`src/rtl/core/tsm_pkg.sv`:
```
// Shared constants, types and float compare for the two-way sorted merge unit.
`default_nettype none
package tsm_pkg;
    localparam int QUEUE_DEPTH = 32;
    localparam int IDX_W = $clog2(QUEUE_DEPTH);
    localparam int FILL_W = $clog2(QUEUE_DEPTH + 1);

    typedef enum logic [1:0] {
        ST_IDLE,
        ST_READ,
        ST_EMIT,
        ST_OUT
    } tsm_state_t;

    // Queue control from sequencer to the queue memories.
    typedef struct packed {
        logic             wr_en_first;
        logic             wr_en_second;
        logic [IDX_W-1:0] wr_idx;
        logic [IDX_W-1:0] rd_idx_first;
        logic [IDX_W-1:0] rd_idx_second;
    } tsm_mem_ctl_t;

    // IEEE-754 single a < b, false whenever either operand is NaN.
    function automatic logic fp_less(input logic [31:0] a, input logic [31:0] b);
        logic a_nan;
        logic b_nan;
        logic a_zero;
        logic b_zero;
        logic res;
        a_nan = (a[30:23] == 8'hff) && (a[22:0] != 23'd0);
        b_nan = (b[30:23] == 8'hff) && (b[22:0] != 23'd0);
        a_zero = (a[30:0] == 31'd0);
        b_zero = (b[30:0] == 31'd0);
        if (a_nan || b_nan || (a_zero && b_zero)) begin
            res = 1'b0;
        end else if (a[31] != b[31]) begin
            res = a[31];
        end else if (a[31]) begin
            res = (a[30:0] > b[30:0]);
        end else begin
            res = (a[30:0] < b[30:0]);
        end
        return res;
    endfunction
endpackage
`default_nettype wire

```
`src/rtl/core/tsm_queue_mem.sv`:
```
// Two queue memories, one per list, with registered read data.
`default_nettype none
module tsm_queue_mem (
    input  wire logic                 aclk,
    input  wire tsm_pkg::tsm_mem_ctl_t ctl,
    input  wire logic [31:0]          wr_data,
    output logic [31:0]               rd_first,
    output logic [31:0]               rd_second
);
    import tsm_pkg::*;

    logic [31:0] mem_first [QUEUE_DEPTH];
    logic [31:0] mem_second [QUEUE_DEPTH];

    always_ff @(posedge aclk) begin
        if (ctl.wr_en_first) begin
            mem_first[ctl.wr_idx] <= wr_data;
        end
        if (ctl.wr_en_second) begin
            mem_second[ctl.wr_idx] <= wr_data;
        end
        rd_first <= mem_first[ctl.rd_idx_first];
        rd_second <= mem_second[ctl.rd_idx_second];
    end
endmodule
`default_nettype wire

```
`src/rtl/core/tsm_merge_ctrl.sv`:
```
// Merge sequencer: pointers, end marks, head compare and result register.
`default_nettype none
module tsm_merge_ctrl (
    input  wire logic                  aclk,
    input  wire logic                  aresetn,
    input  wire logic                  s_valid,
    output logic                       s_ready,
    input  wire logic [31:0]           s_value,
    input  wire logic                  s_from_second,
    input  wire logic                  s_list_end,
    output logic                       m_valid,
    input  wire logic                  m_ready,
    output logic [31:0]                m_merged_value,
    output logic                       m_came_from_second,
    output logic                       m_run_last,
    output logic                       m_overflow,
    output tsm_pkg::tsm_mem_ctl_t      mem_ctl,
    input  wire logic [31:0]           rd_first,
    input  wire logic [31:0]           rd_second
);
    import tsm_pkg::*;

    tsm_state_t state_reg, state_next;
    logic [IDX_W-1:0] head_first_reg, head_first_next;
    logic [IDX_W-1:0] head_second_reg, head_second_next;
    logic [FILL_W-1:0] fill_first_reg, fill_first_next;
    logic [FILL_W-1:0] fill_second_reg, fill_second_next;
    logic ended_first_reg, ended_first_next;
    logic ended_second_reg, ended_second_next;
    logic out_valid_reg, out_valid_next;
    logic [31:0] out_value_reg, out_value_next;
    logic out_src_reg, out_src_next;
    logic out_last_reg, out_last_next;
    logic out_ovf_reg, out_ovf_next;
    logic ovf_src_reg;

    logic accept;
    logic full_sel;
    logic [FILL_W-1:0] fill_sel;
    logic [IDX_W-1:0] head_sel;
    logic [FILL_W:0] wr_sum;
    logic can_pop;
    logic pick_first;
    logic [IDX_W-1:0] head_inc_first;
    logic [IDX_W-1:0] head_inc_second;

    assign accept = s_valid && s_ready;
    assign fill_sel = s_from_second ? fill_second_reg : fill_first_reg;
    assign head_sel = s_from_second ? head_second_reg : head_first_reg;
    assign full_sel = (fill_sel >= FILL_W'(QUEUE_DEPTH));
    assign wr_sum = {1'b0, FILL_W'(head_sel)} + {1'b0, fill_sel};
    assign can_pop = ((fill_first_reg != '0) && (fill_second_reg != '0))
                  || ((fill_first_reg != '0) && ended_second_reg)
                  || ((fill_second_reg != '0) && ended_first_reg);
    assign head_inc_first = (head_first_reg == IDX_W'(QUEUE_DEPTH - 1)) ? '0
                          : head_first_reg + 1'b1;
    assign head_inc_second = (head_second_reg == IDX_W'(QUEUE_DEPTH - 1)) ? '0
                           : head_second_reg + 1'b1;

    always_comb begin
        pick_first = 1'b0;
        if ((fill_first_reg != '0) && (fill_second_reg != '0)) begin
            pick_first = fp_less(rd_first, rd_second);
        end else if (fill_first_reg != '0) begin
            pick_first = 1'b1;
        end
    end

    always_comb begin
        state_next = state_reg;
        head_first_next = head_first_reg;
        head_second_next = head_second_reg;
        fill_first_next = fill_first_reg;
        fill_second_next = fill_second_reg;
        ended_first_next = ended_first_reg;
        ended_second_next = ended_second_reg;
        out_valid_next = out_valid_reg;
        out_value_next = out_value_reg;
        out_src_next = out_src_reg;
        out_last_next = out_last_reg;
        out_ovf_next = out_ovf_reg;
        s_ready = 1'b0;
        mem_ctl.wr_en_first = 1'b0;
        mem_ctl.wr_en_second = 1'b0;
        mem_ctl.wr_idx = (wr_sum >= (FILL_W + 1)'(QUEUE_DEPTH))
                       ? IDX_W'(wr_sum - (FILL_W + 1)'(QUEUE_DEPTH)) : IDX_W'(wr_sum);
        mem_ctl.rd_idx_first = head_first_reg;
        mem_ctl.rd_idx_second = head_second_reg;

        if (out_valid_reg && m_ready) begin
            out_valid_next = 1'b0;
        end

        unique case (state_reg)
            ST_IDLE: begin
                s_ready = 1'b1;
                if (s_valid) begin
                    if (s_from_second) begin
                        ended_second_next = ended_second_reg | s_list_end;
                    end else begin
                        ended_first_next = ended_first_reg | s_list_end;
                    end
                    if (full_sel) begin
                        state_next = ST_OUT;
                    end else begin
                        mem_ctl.wr_en_first = !s_from_second;
                        mem_ctl.wr_en_second = s_from_second;
                        if (s_from_second) begin
                            fill_second_next = fill_second_reg + 1'b1;
                        end else begin
                            fill_first_next = fill_first_reg + 1'b1;
                        end
                        state_next = ST_READ;
                    end
                end
            end
            ST_OUT: begin
                // hold the overflow item until the output register is free
                if (!out_valid_next) begin
                    out_valid_next = 1'b1;
                    out_value_next = '0;
                    out_src_next = ovf_src_reg;
                    out_last_next = 1'b0;
                    out_ovf_next = 1'b1;
                    state_next = ST_READ;
                end
            end
            ST_READ: begin
                // heads are read here; data shows next cycle
                state_next = can_pop ? ST_EMIT : ST_IDLE;
            end
            ST_EMIT: begin
                if (!out_valid_next) begin
                    out_valid_next = 1'b1;
                    out_ovf_next = 1'b0;
                    out_src_next = !pick_first;
                    out_value_next = pick_first ? rd_first : rd_second;
                    if (pick_first) begin
                        fill_first_next = fill_first_reg - 1'b1;
                        head_first_next = head_inc_first;
                    end else begin
                        fill_second_next = fill_second_reg - 1'b1;
                        head_second_next = head_inc_second;
                    end
                    out_last_next = ended_first_reg && ended_second_reg
                                 && (fill_first_next == '0) && (fill_second_next == '0);
                    if (out_last_next) begin
                        head_first_next = '0;
                        head_second_next = '0;
                        ended_first_next = 1'b0;
                        ended_second_next = 1'b0;
                        state_next = ST_IDLE;
                    end else begin
                        state_next = ST_READ;
                    end
                end
            end
            default: state_next = ST_IDLE;
        endcase
    end

    // keep the list of the accepted item for a later overflow result
    always_ff @(posedge aclk) begin
        if (accept) begin
            ovf_src_reg <= s_from_second;
        end
    end

    always_ff @(posedge aclk) begin
        if (!aresetn) begin
            state_reg <= ST_IDLE;
            head_first_reg <= '0;
            head_second_reg <= '0;
            fill_first_reg <= '0;
            fill_second_reg <= '0;
            ended_first_reg <= 1'b0;
            ended_second_reg <= 1'b0;
            out_valid_reg <= 1'b0;
        end else begin
            state_reg <= state_next;
            head_first_reg <= head_first_next;
            head_second_reg <= head_second_next;
            fill_first_reg <= fill_first_next;
            fill_second_reg <= fill_second_next;
            ended_first_reg <= ended_first_next;
            ended_second_reg <= ended_second_next;
            out_valid_reg <= out_valid_next;
        end
        out_value_reg <= out_value_next;
        out_src_reg <= out_src_next;
        out_last_reg <= out_last_next;
        out_ovf_reg <= out_ovf_next;
    end

    assign m_valid = out_valid_reg;
    assign m_merged_value = out_value_reg;
    assign m_came_from_second = out_src_reg;
    assign m_run_last = out_last_reg;
    assign m_overflow = out_ovf_reg;
endmodule
`default_nettype wire

```
`src/rtl/core/two_way_sorted_merge_unit.sv`:
```
// Top level of the two-way sorted merge unit.
//
//  channel   ports                                          direction
//  s_        s_valid s_ready s_value s_from_second s_list_end  in
//  m_        m_valid m_ready m_merged_value m_came_from_second
//            m_run_last m_overflow                           out
//
// An item enters its queue unless full; each emitted result then takes
// one queue memory read and one float compare into the output register.
// An item that emits nothing returns to intake after the read.
// Reset is synchronous; queue contents need no clearing.
// A stalled output holds the sequencer in its emit or overflow step.
`default_nettype none
module two_way_sorted_merge_unit (
    input  wire logic        aclk,
    input  wire logic        aresetn,
    input  wire logic        s_valid,
    output logic             s_ready,
    input  wire logic [31:0] s_value,
    input  wire logic        s_from_second,
    input  wire logic        s_list_end,
    output logic             m_valid,
    input  wire logic        m_ready,
    output logic [31:0]      m_merged_value,
    output logic             m_came_from_second,
    output logic             m_run_last,
    output logic             m_overflow
);
    import tsm_pkg::*;

    tsm_mem_ctl_t mem_ctl;
    logic [31:0] rd_first;
    logic [31:0] rd_second;

    tsm_queue_mem u_mem (
        .aclk      (aclk),
        .ctl       (mem_ctl),
        .wr_data   (s_value),
        .rd_first  (rd_first),
        .rd_second (rd_second)
    );

    tsm_merge_ctrl u_ctrl (
        .aclk               (aclk),
        .aresetn            (aresetn),
        .s_valid            (s_valid),
        .s_ready            (s_ready),
        .s_value            (s_value),
        .s_from_second      (s_from_second),
        .s_list_end         (s_list_end),
        .m_valid            (m_valid),
        .m_ready            (m_ready),
        .m_merged_value     (m_merged_value),
        .m_came_from_second (m_came_from_second),
        .m_run_last         (m_run_last),
        .m_overflow         (m_overflow),
        .mem_ctl            (mem_ctl),
        .rd_first           (rd_first),
        .rd_second          (rd_second)
    );

`ifndef SYNTHESIS
    a_no_double_write: assert property (@(posedge aclk) disable iff (!aresetn)
        !(mem_ctl.wr_en_first && mem_ctl.wr_en_second))
        else $error("both queues written in one cycle");
    a_ovf_clean: assert property (@(posedge aclk) disable iff (!aresetn)
        m_valid && m_overflow |-> (m_merged_value == 32'd0) && !m_run_last)
        else $error("overflow item carries data");
    a_write_on_accept: assert property (@(posedge aclk) disable iff (!aresetn)
        (mem_ctl.wr_en_first || mem_ctl.wr_en_second) |-> s_valid && s_ready)
        else $error("queue write without accepted item");
`endif
endmodule
`default_nettype wire
```
`config.mk`:
```
export PLATFORM = sky130hd
export DESIGN_NAME = two_way_sorted_merge_unit
export DESIGN_NICKNAME = d
export VERILOG_FILES = /design/src/rtl/core/tsm_pkg.sv /design/src/rtl/core/tsm_queue_mem.sv /design/src/rtl/core/tsm_merge_ctrl.sv /design/src/rtl/core/two_way_sorted_merge_unit.sv
export SDC_FILE = /design/constraint.sdc
export NUM_CORES = 2
export LEC_CHECK = 0
export ABC_AREA = 1
export BUFFER_PORTS_ARGS = -buffer_cell sky130_fd_sc_hd__buf_2
export CAP_MARGIN = 20
export CORE_ASPECT_RATIO = 0.9
export CORE_MARGIN = 3
export CORE_UTILIZATION = 61
export DETAILED_ROUTE_END_ITERATION = 16
export MAX_ROUTING_LAYER = met4
export PLACE_DENSITY_LB_ADDON = 0.15
export SYNTH_ARGS = -nofsm -noshare
export SYNTH_HDL_FRONTEND = slang
export SYNTH_SLANG_ARGS = --single-unit
```
`constraint.sdc`:
```
create_clock -name aclk -period 11.5 [get_ports aclk]
set_clock_uncertainty 0.15 [all_clocks]
set_input_delay 1.725 -clock aclk [delete_from_list [all_inputs] [get_ports aclk]]
set_output_delay 1.725 -clock aclk [all_outputs]
set_load 0.01 [all_outputs]
```
== Yosys cells after proc, flatten, opt, wreduce, memory -nomap -nowiden ==
Memories as Yosys holds them, arrays and structs flattened. A register that Yosys moved wholly into a read port is not among the register bits.
Index checks and enable logic that the tools add are counted.

* Bits in registers: 63
* Latch bits: 0
* Memory bits (writable): 2048
* ROM bits: 0
* Input port bits: 38
* Logic and storage cells: 151
* Memories kept: 2

{| class="wikitable"
|+ Memory list
! memory !! depth !! width !! read ports !! clocked after memory_dff !! write ports !! RTL line !! source
|-
| u_mem.mem_first || 32 || 32 || 1 || 1 || 1 || tsm_queue_mem.sv:12 || <nowiki>logic [31:0] mem_first [QUEUE_DEPTH];</nowiki>
|-
| u_mem.mem_second || 32 || 32 || 1 || 1 || 1 || tsm_queue_mem.sv:13 || <nowiki>logic [31:0] mem_second [QUEUE_DEPTH];</nowiki>
|}

* $add $sub $neg: 8
* Multipliers: 0
* Div/mod/pow operators: 0
* Order comparisons: 4
* Equal/unequal tests: 16
* Shifts and indexed selects: 0
* Mux-type cells: 67
* Bitwise operators: 3
* Reductions and logical operators: 38

{| class="wikitable"
|+ Operator list
! operator !! number
|-
| 32-bit two-way mux || 3
|-
| 6-bit two-way mux || 15
|-
| 32-bit one-hot mux with 2 select lines || 1
|-
| 31-bit zero test || 2
|-
| 23-bit nonzero test || 2
|-
| 5-bit two-way mux || 8
|-
| 31-bit greater-than comparator || 1
|-
| 31-bit < comparator || 1
|-
| 1-bit two-way mux || 24
|-
| 6-bit one-hot mux with 2 select lines || 2
|-
| 5-bit AND reduction || 4
|-
| 8-bit == test, second input constant || 2
|-
| 2-bit two-way mux || 8
|-
| 2-bit != test, second input constant || 7
|-
| 6-bit by 1-bit adder with 6-bit output, second input constant || 2
|-
| 6-bit zero test || 2
|-
| 3-bit AND reduction || 4
|-
| 6-bit nonzero test || 2
|-
| 6-bit by 1-bit subtractor with 6-bit output, second input constant || 2
|-
| 1-bit logical AND || 11
|-
| 5-bit by 1-bit adder with 5-bit output, second input constant || 2
|-
| 5-bit == test, second input constant || 2
|-
| 1-bit one-hot mux with 2 select lines || 5
|-
| 2-bit one-hot mux with 4 select lines || 1
|-
| 15 further kinds || 23
|}

== Depth between registers and ports, before layout ==
* Word-level depth: 15
* Depth in mapped cells: 28

== Cells and area by module ==
Synthesis repeated with hierarchy kept, for this count alone.

* Cells, all modules: 7809
* Area total of the unflattened synthesis: 89897.5 um2

{| class="wikitable"
|+ Modules (own cells, without submodules)
! module !! instances !! cells each !! area an instance (um2) !! sequential area each (um2)
|-
| tsm_queue_mem || 1 || 7087 || 84840.1 || 62780.2
|-
| tsm_merge_ctrl || 1 || 722 || 5057.4 || 1621.6
|}

== Worst setup path before layout ==
OpenSTA, ideal clock, no wires.

* Kind: input to register
* Start point: input port s_from_second
* End point: memory u_mem.mem_first[10][0], enable pin
* Arrival: 5.165 ns
* Required time: 10.929 ns
* Slack: 5.764 ns
* Stages on the path: 13
* Buffers on the path: 2
* Path through: clkbuf_1 clkbuf_1 o21ai_0 ha_1 fa_1 nand2_1 nand2_1 a21oi_1 xnor2_1 nand2_1 nor2_1 nand2_1 nor2_1

* Longest elaborated chain between the ends: 7

{| class="wikitable"
|+ RTL lines
! element !! RTL line !! source
|-
| start: declaration || two_way_sorted_merge_unit.sv:20 || <nowiki>input wire logic s_from_second,</nowiki>
|-
| branches (longest 7 deep; another with 5-bit by 6-bit adder with 7-bit output) || - ||
|-
| end: declaration || tsm_queue_mem.sv:12 ||
|}

Several ways; the timed one is not identified.

== Worst setup path in the final report ==
* Start point: input port s_from_second
* End point: memory u_mem.mem_first[31][20], enable pin

The elaborated chain is that of the path after synthesis.

==> impl_results.md <==
- DRT iter0 DRCs: just over 9000
- Switch Pwr: 4750 uW
- Sequential share of the synthesized area: 0.753
- Critical Path End: u_mem.mem_first[31][20]
- Vias in the first global route: 51900
- Drt wl/cell: 29.8 um
- Crit-path cells: buf_2 > o21ai_0 > ha_1 > fa_1 > xor2_1 > inv_1 > nor2_1 > nand2_1 > nor2_4
- Logic pwr share: 0.121
- Pleak: 0.0305 uW
- Placer congestion estimate: 0.941
- Max H-tree Level: 4
- Via density: about 6.7
- I/O pins: 75
- First-pass GRT wire length: 357000 um
- Int Pwr: 13100 uW
- RSZ-0062 raised after global routing: no
- Drt first pass iters: 7
- Crit-path max cell delay: 900 ps
- Worst Reg-to-Reg Cells: 9
- Type of origin of the critical path: input port
- Fin area: 94700 um^2
- Status: complete, no violations
- Post-CTS Setup Repair Bufs: 0
- Post-DP Area: 87700 um^2
- Post-Syn Area: 85500 um^2
- Site row count: 129
- HPWL after detailed placement: ~140000 um
- Die H: 361 um
- Worst Hold Depth: 2
- CTS max path bufs: 3
- Cts hold-fix bufs: 0
- Share of cells above drive strength 1: 0.0871
- Cell Pwr Density: around 190 nW/um^2
- CP startpoint: s_from_second
- Clock insertion delay at the later pin of the skew report: 840 ps
- Reg power frac: 0.505
- Synth cell types: 36
- Synth warn: 0
- CTS tree: yes
- CTS resizes: 0
- Initial antenna violation count: 14
- Commonest non-fill, non-tap cell in the layout: edfxtp_1
- Setup TNS: 0 ps
- Fmax: approximately 190 MHz
- Tcrit/Tclk final: 0.461
- Hold WC Path Type: reg -> reg
- Area Overhead vs Synth: 10.7%
- Num CTS Buffers: 204
- Starting Density: 0.618
- Seq cells post-synth: 2175
- Crit path arrival time: around 5600 ps
- CP Capture Type: flop
- Most frequent cells in the layout: edfxtp_1 (2084), nor2_1 (1257), o21ai_0 (1141), o221ai_1 (366), clkbuf_16 (204)
- CP Class: in -> reg
- Total gr overflow: 0
- Slew @ Worst Pin: 1320 ps
- GRT Total Usage: 0.349
- # port buffers: 74
- Die ar.: 145000 um^2
- CP Data Required Time: 11800 ps
- Rel. slew slack: 0.108
- Clk pin slew, worst setup/hold paths: 60 ps
- Avg Inst Size Synth: 13.3 um^2
- Core area: 138000 um^2
- Crit path time final: 5300 ps
- Worst vdd ir: approximately 160 uV
- Post-synthesis cell count: 6416
- Detailed Route WL: 249000 um
- Antenna-violating nets left: 0
- Clock sink total: roughly 2200
- Sw Share: 0.266
- DRC Markers: 0
- CP max FO: 32
- Worst r2r src: u_ctrl.head_first_reg[0]
- NumNets Final: 6397
- Biggest regs: u_mem.mem_first: 1024 flops, u_mem.mem_second: 1024 flops
- R2R setup slack: 6360 ps
- Die W: 401 um
- Total of max-cap violations: 0
- Synthesized Nets: 6500
- WHS: between 300 and 400 ps
- Crit Reg-Reg Endpoint: u_mem.mem_first[31][20]
- CP max stage cell: nor2_4
- Finish-stage setup viols: 0
- Pins Over Slew Limit: 0
- Fin. Hold Viols: 0
- Pin count of the biggest net entering global routing: 192
- Clock root cell: clkbuf_16
- Vias: around 56000
- Clock power share: 0.374
-- routing by layer --
layer | wire [um] | track usage
met2 | 105000 | 0.465
met3 | 39300 | 0.120
met4 | 6940 | 0.100
met1 | 97800 | 0.511
met5 | 0 | -
-- kinds of logic after synthesis --
kind of cell | after synthesis | share of synthesized area
buf+inv | 589 | 0.0261
simple gates | 1739 | 0.0817
fa+ha+maj | 46 | 0.00682
compound gates | 1846 | 0.130
xor+xnor | 21 | 0.00215
flops | 2175 | 0.753
-- worst min-delay path by stage --
stage                                        from                       to  slack (ps)
after floorplan           u_ctrl.ended_second_reg  u_ctrl.ended_second_reg         320
after global placement        u_ctrl.state_reg[0]      u_ctrl.state_reg[0]         340
after detailed placement      u_ctrl.state_reg[0]      u_ctrl.state_reg[0]         350
after CTS                     u_ctrl.state_reg[0]      u_ctrl.state_reg[0]         350
after global routing          u_ctrl.state_reg[0]      u_ctrl.state_reg[0]         410
final                         u_ctrl.state_reg[0]      u_ctrl.state_reg[0]         370
-- area by class of cell --
type                       instances  area (um^2)
clock buffer                     258         5380
clock inverter                   121         1220
tap                             1834         2290
fill                            9419        43700
multi-input combinational       3652        19400
inverter                         125          504
antenna                           10         25.0
timing repair buffer             155         1400
sequential                      2175        64400
-- power by group through the flow --
stage	Combinational, uW	Sequential [uW]	Clock (uW)
floorplan	1210	9090	0
global placement	2030	9180	0
detailed placement	2070	9190	0
CTS	2080	9020	6700
global route	2300	9030	7040
finish	2160	9030	6680
-- cells in the mapped netlist --
cell / number / share of area
edfxtp_1: 2084 / 0.73
nor2_1: 1322 / 0.058
o21ai_0: 1141 / 0.067
clkbuf_1: 428 / 0.019
o221ai_1: 366 / 0.037
nand3_1: 187 / 0.011
nand2_1: 170 / 0.0075
o22ai_1: 166 / 0.012
inv_1: 117 / 0.0051
dfxtp_1: 91 / 0.021
a31oi_1: 66 / 0.0048
a32oi_1: 55 / 0.0056
ha_1: 45 / 0.0066
a21oi_1: 41 / 0.0024
buf_1: 30 / 0.0013
xor2_1: 18 / 0.0018
nand2_2: 14 / 0.0010
nand2_4: 11 / 0.0014
nand4_1: 11 / 0.00080
nor2_2: 8 / 0.00059
nor3_1: 8 / 0.00047
inv_2: 5 / 0.00022
a221oi_1: 4 / 0.00041
buf_2: 4 / 0.00023
nor2_4: 4 / 0.00053
clkinv_1: 3 / 0.00013
xnor2_1: 3 / 0.00031
a21boi_0: 2 / 0.00018
a21o_1: 2 / 0.00018
and3_1: 2 / 0.00015
nand3_2: 2 / 0.00023
o211ai_1: 2 / 0.00018
a21oi_2: 1 / 0.00010
buf_12: 1 / 0.00023
buf_4: 1 / 0.000088
fa_1: 1 / 0.00023
-- through the flow --
stage               cells  total power, uW   util  worst slack (ps)
finish               8330            17900  0.684              6200
floorplan            6416            10300      -              5760
global placement     7919            11200  0.633              5520
global route         8330            18400  0.684              6140
CTS                  8302            17800  0.682              6350
detailed placement   7923            11300  0.634              5480
-- worst max-delay path, delay by kind of cell --
kind / cells / cell delay, ps
compound gates: 1 / 190
buf+inv: 2 / 630
fa+ha+maj: 2 / 720
simple gates: 3 / 1780
xor+xnor: 1 / 530
(Power assumes the default switching activity.)
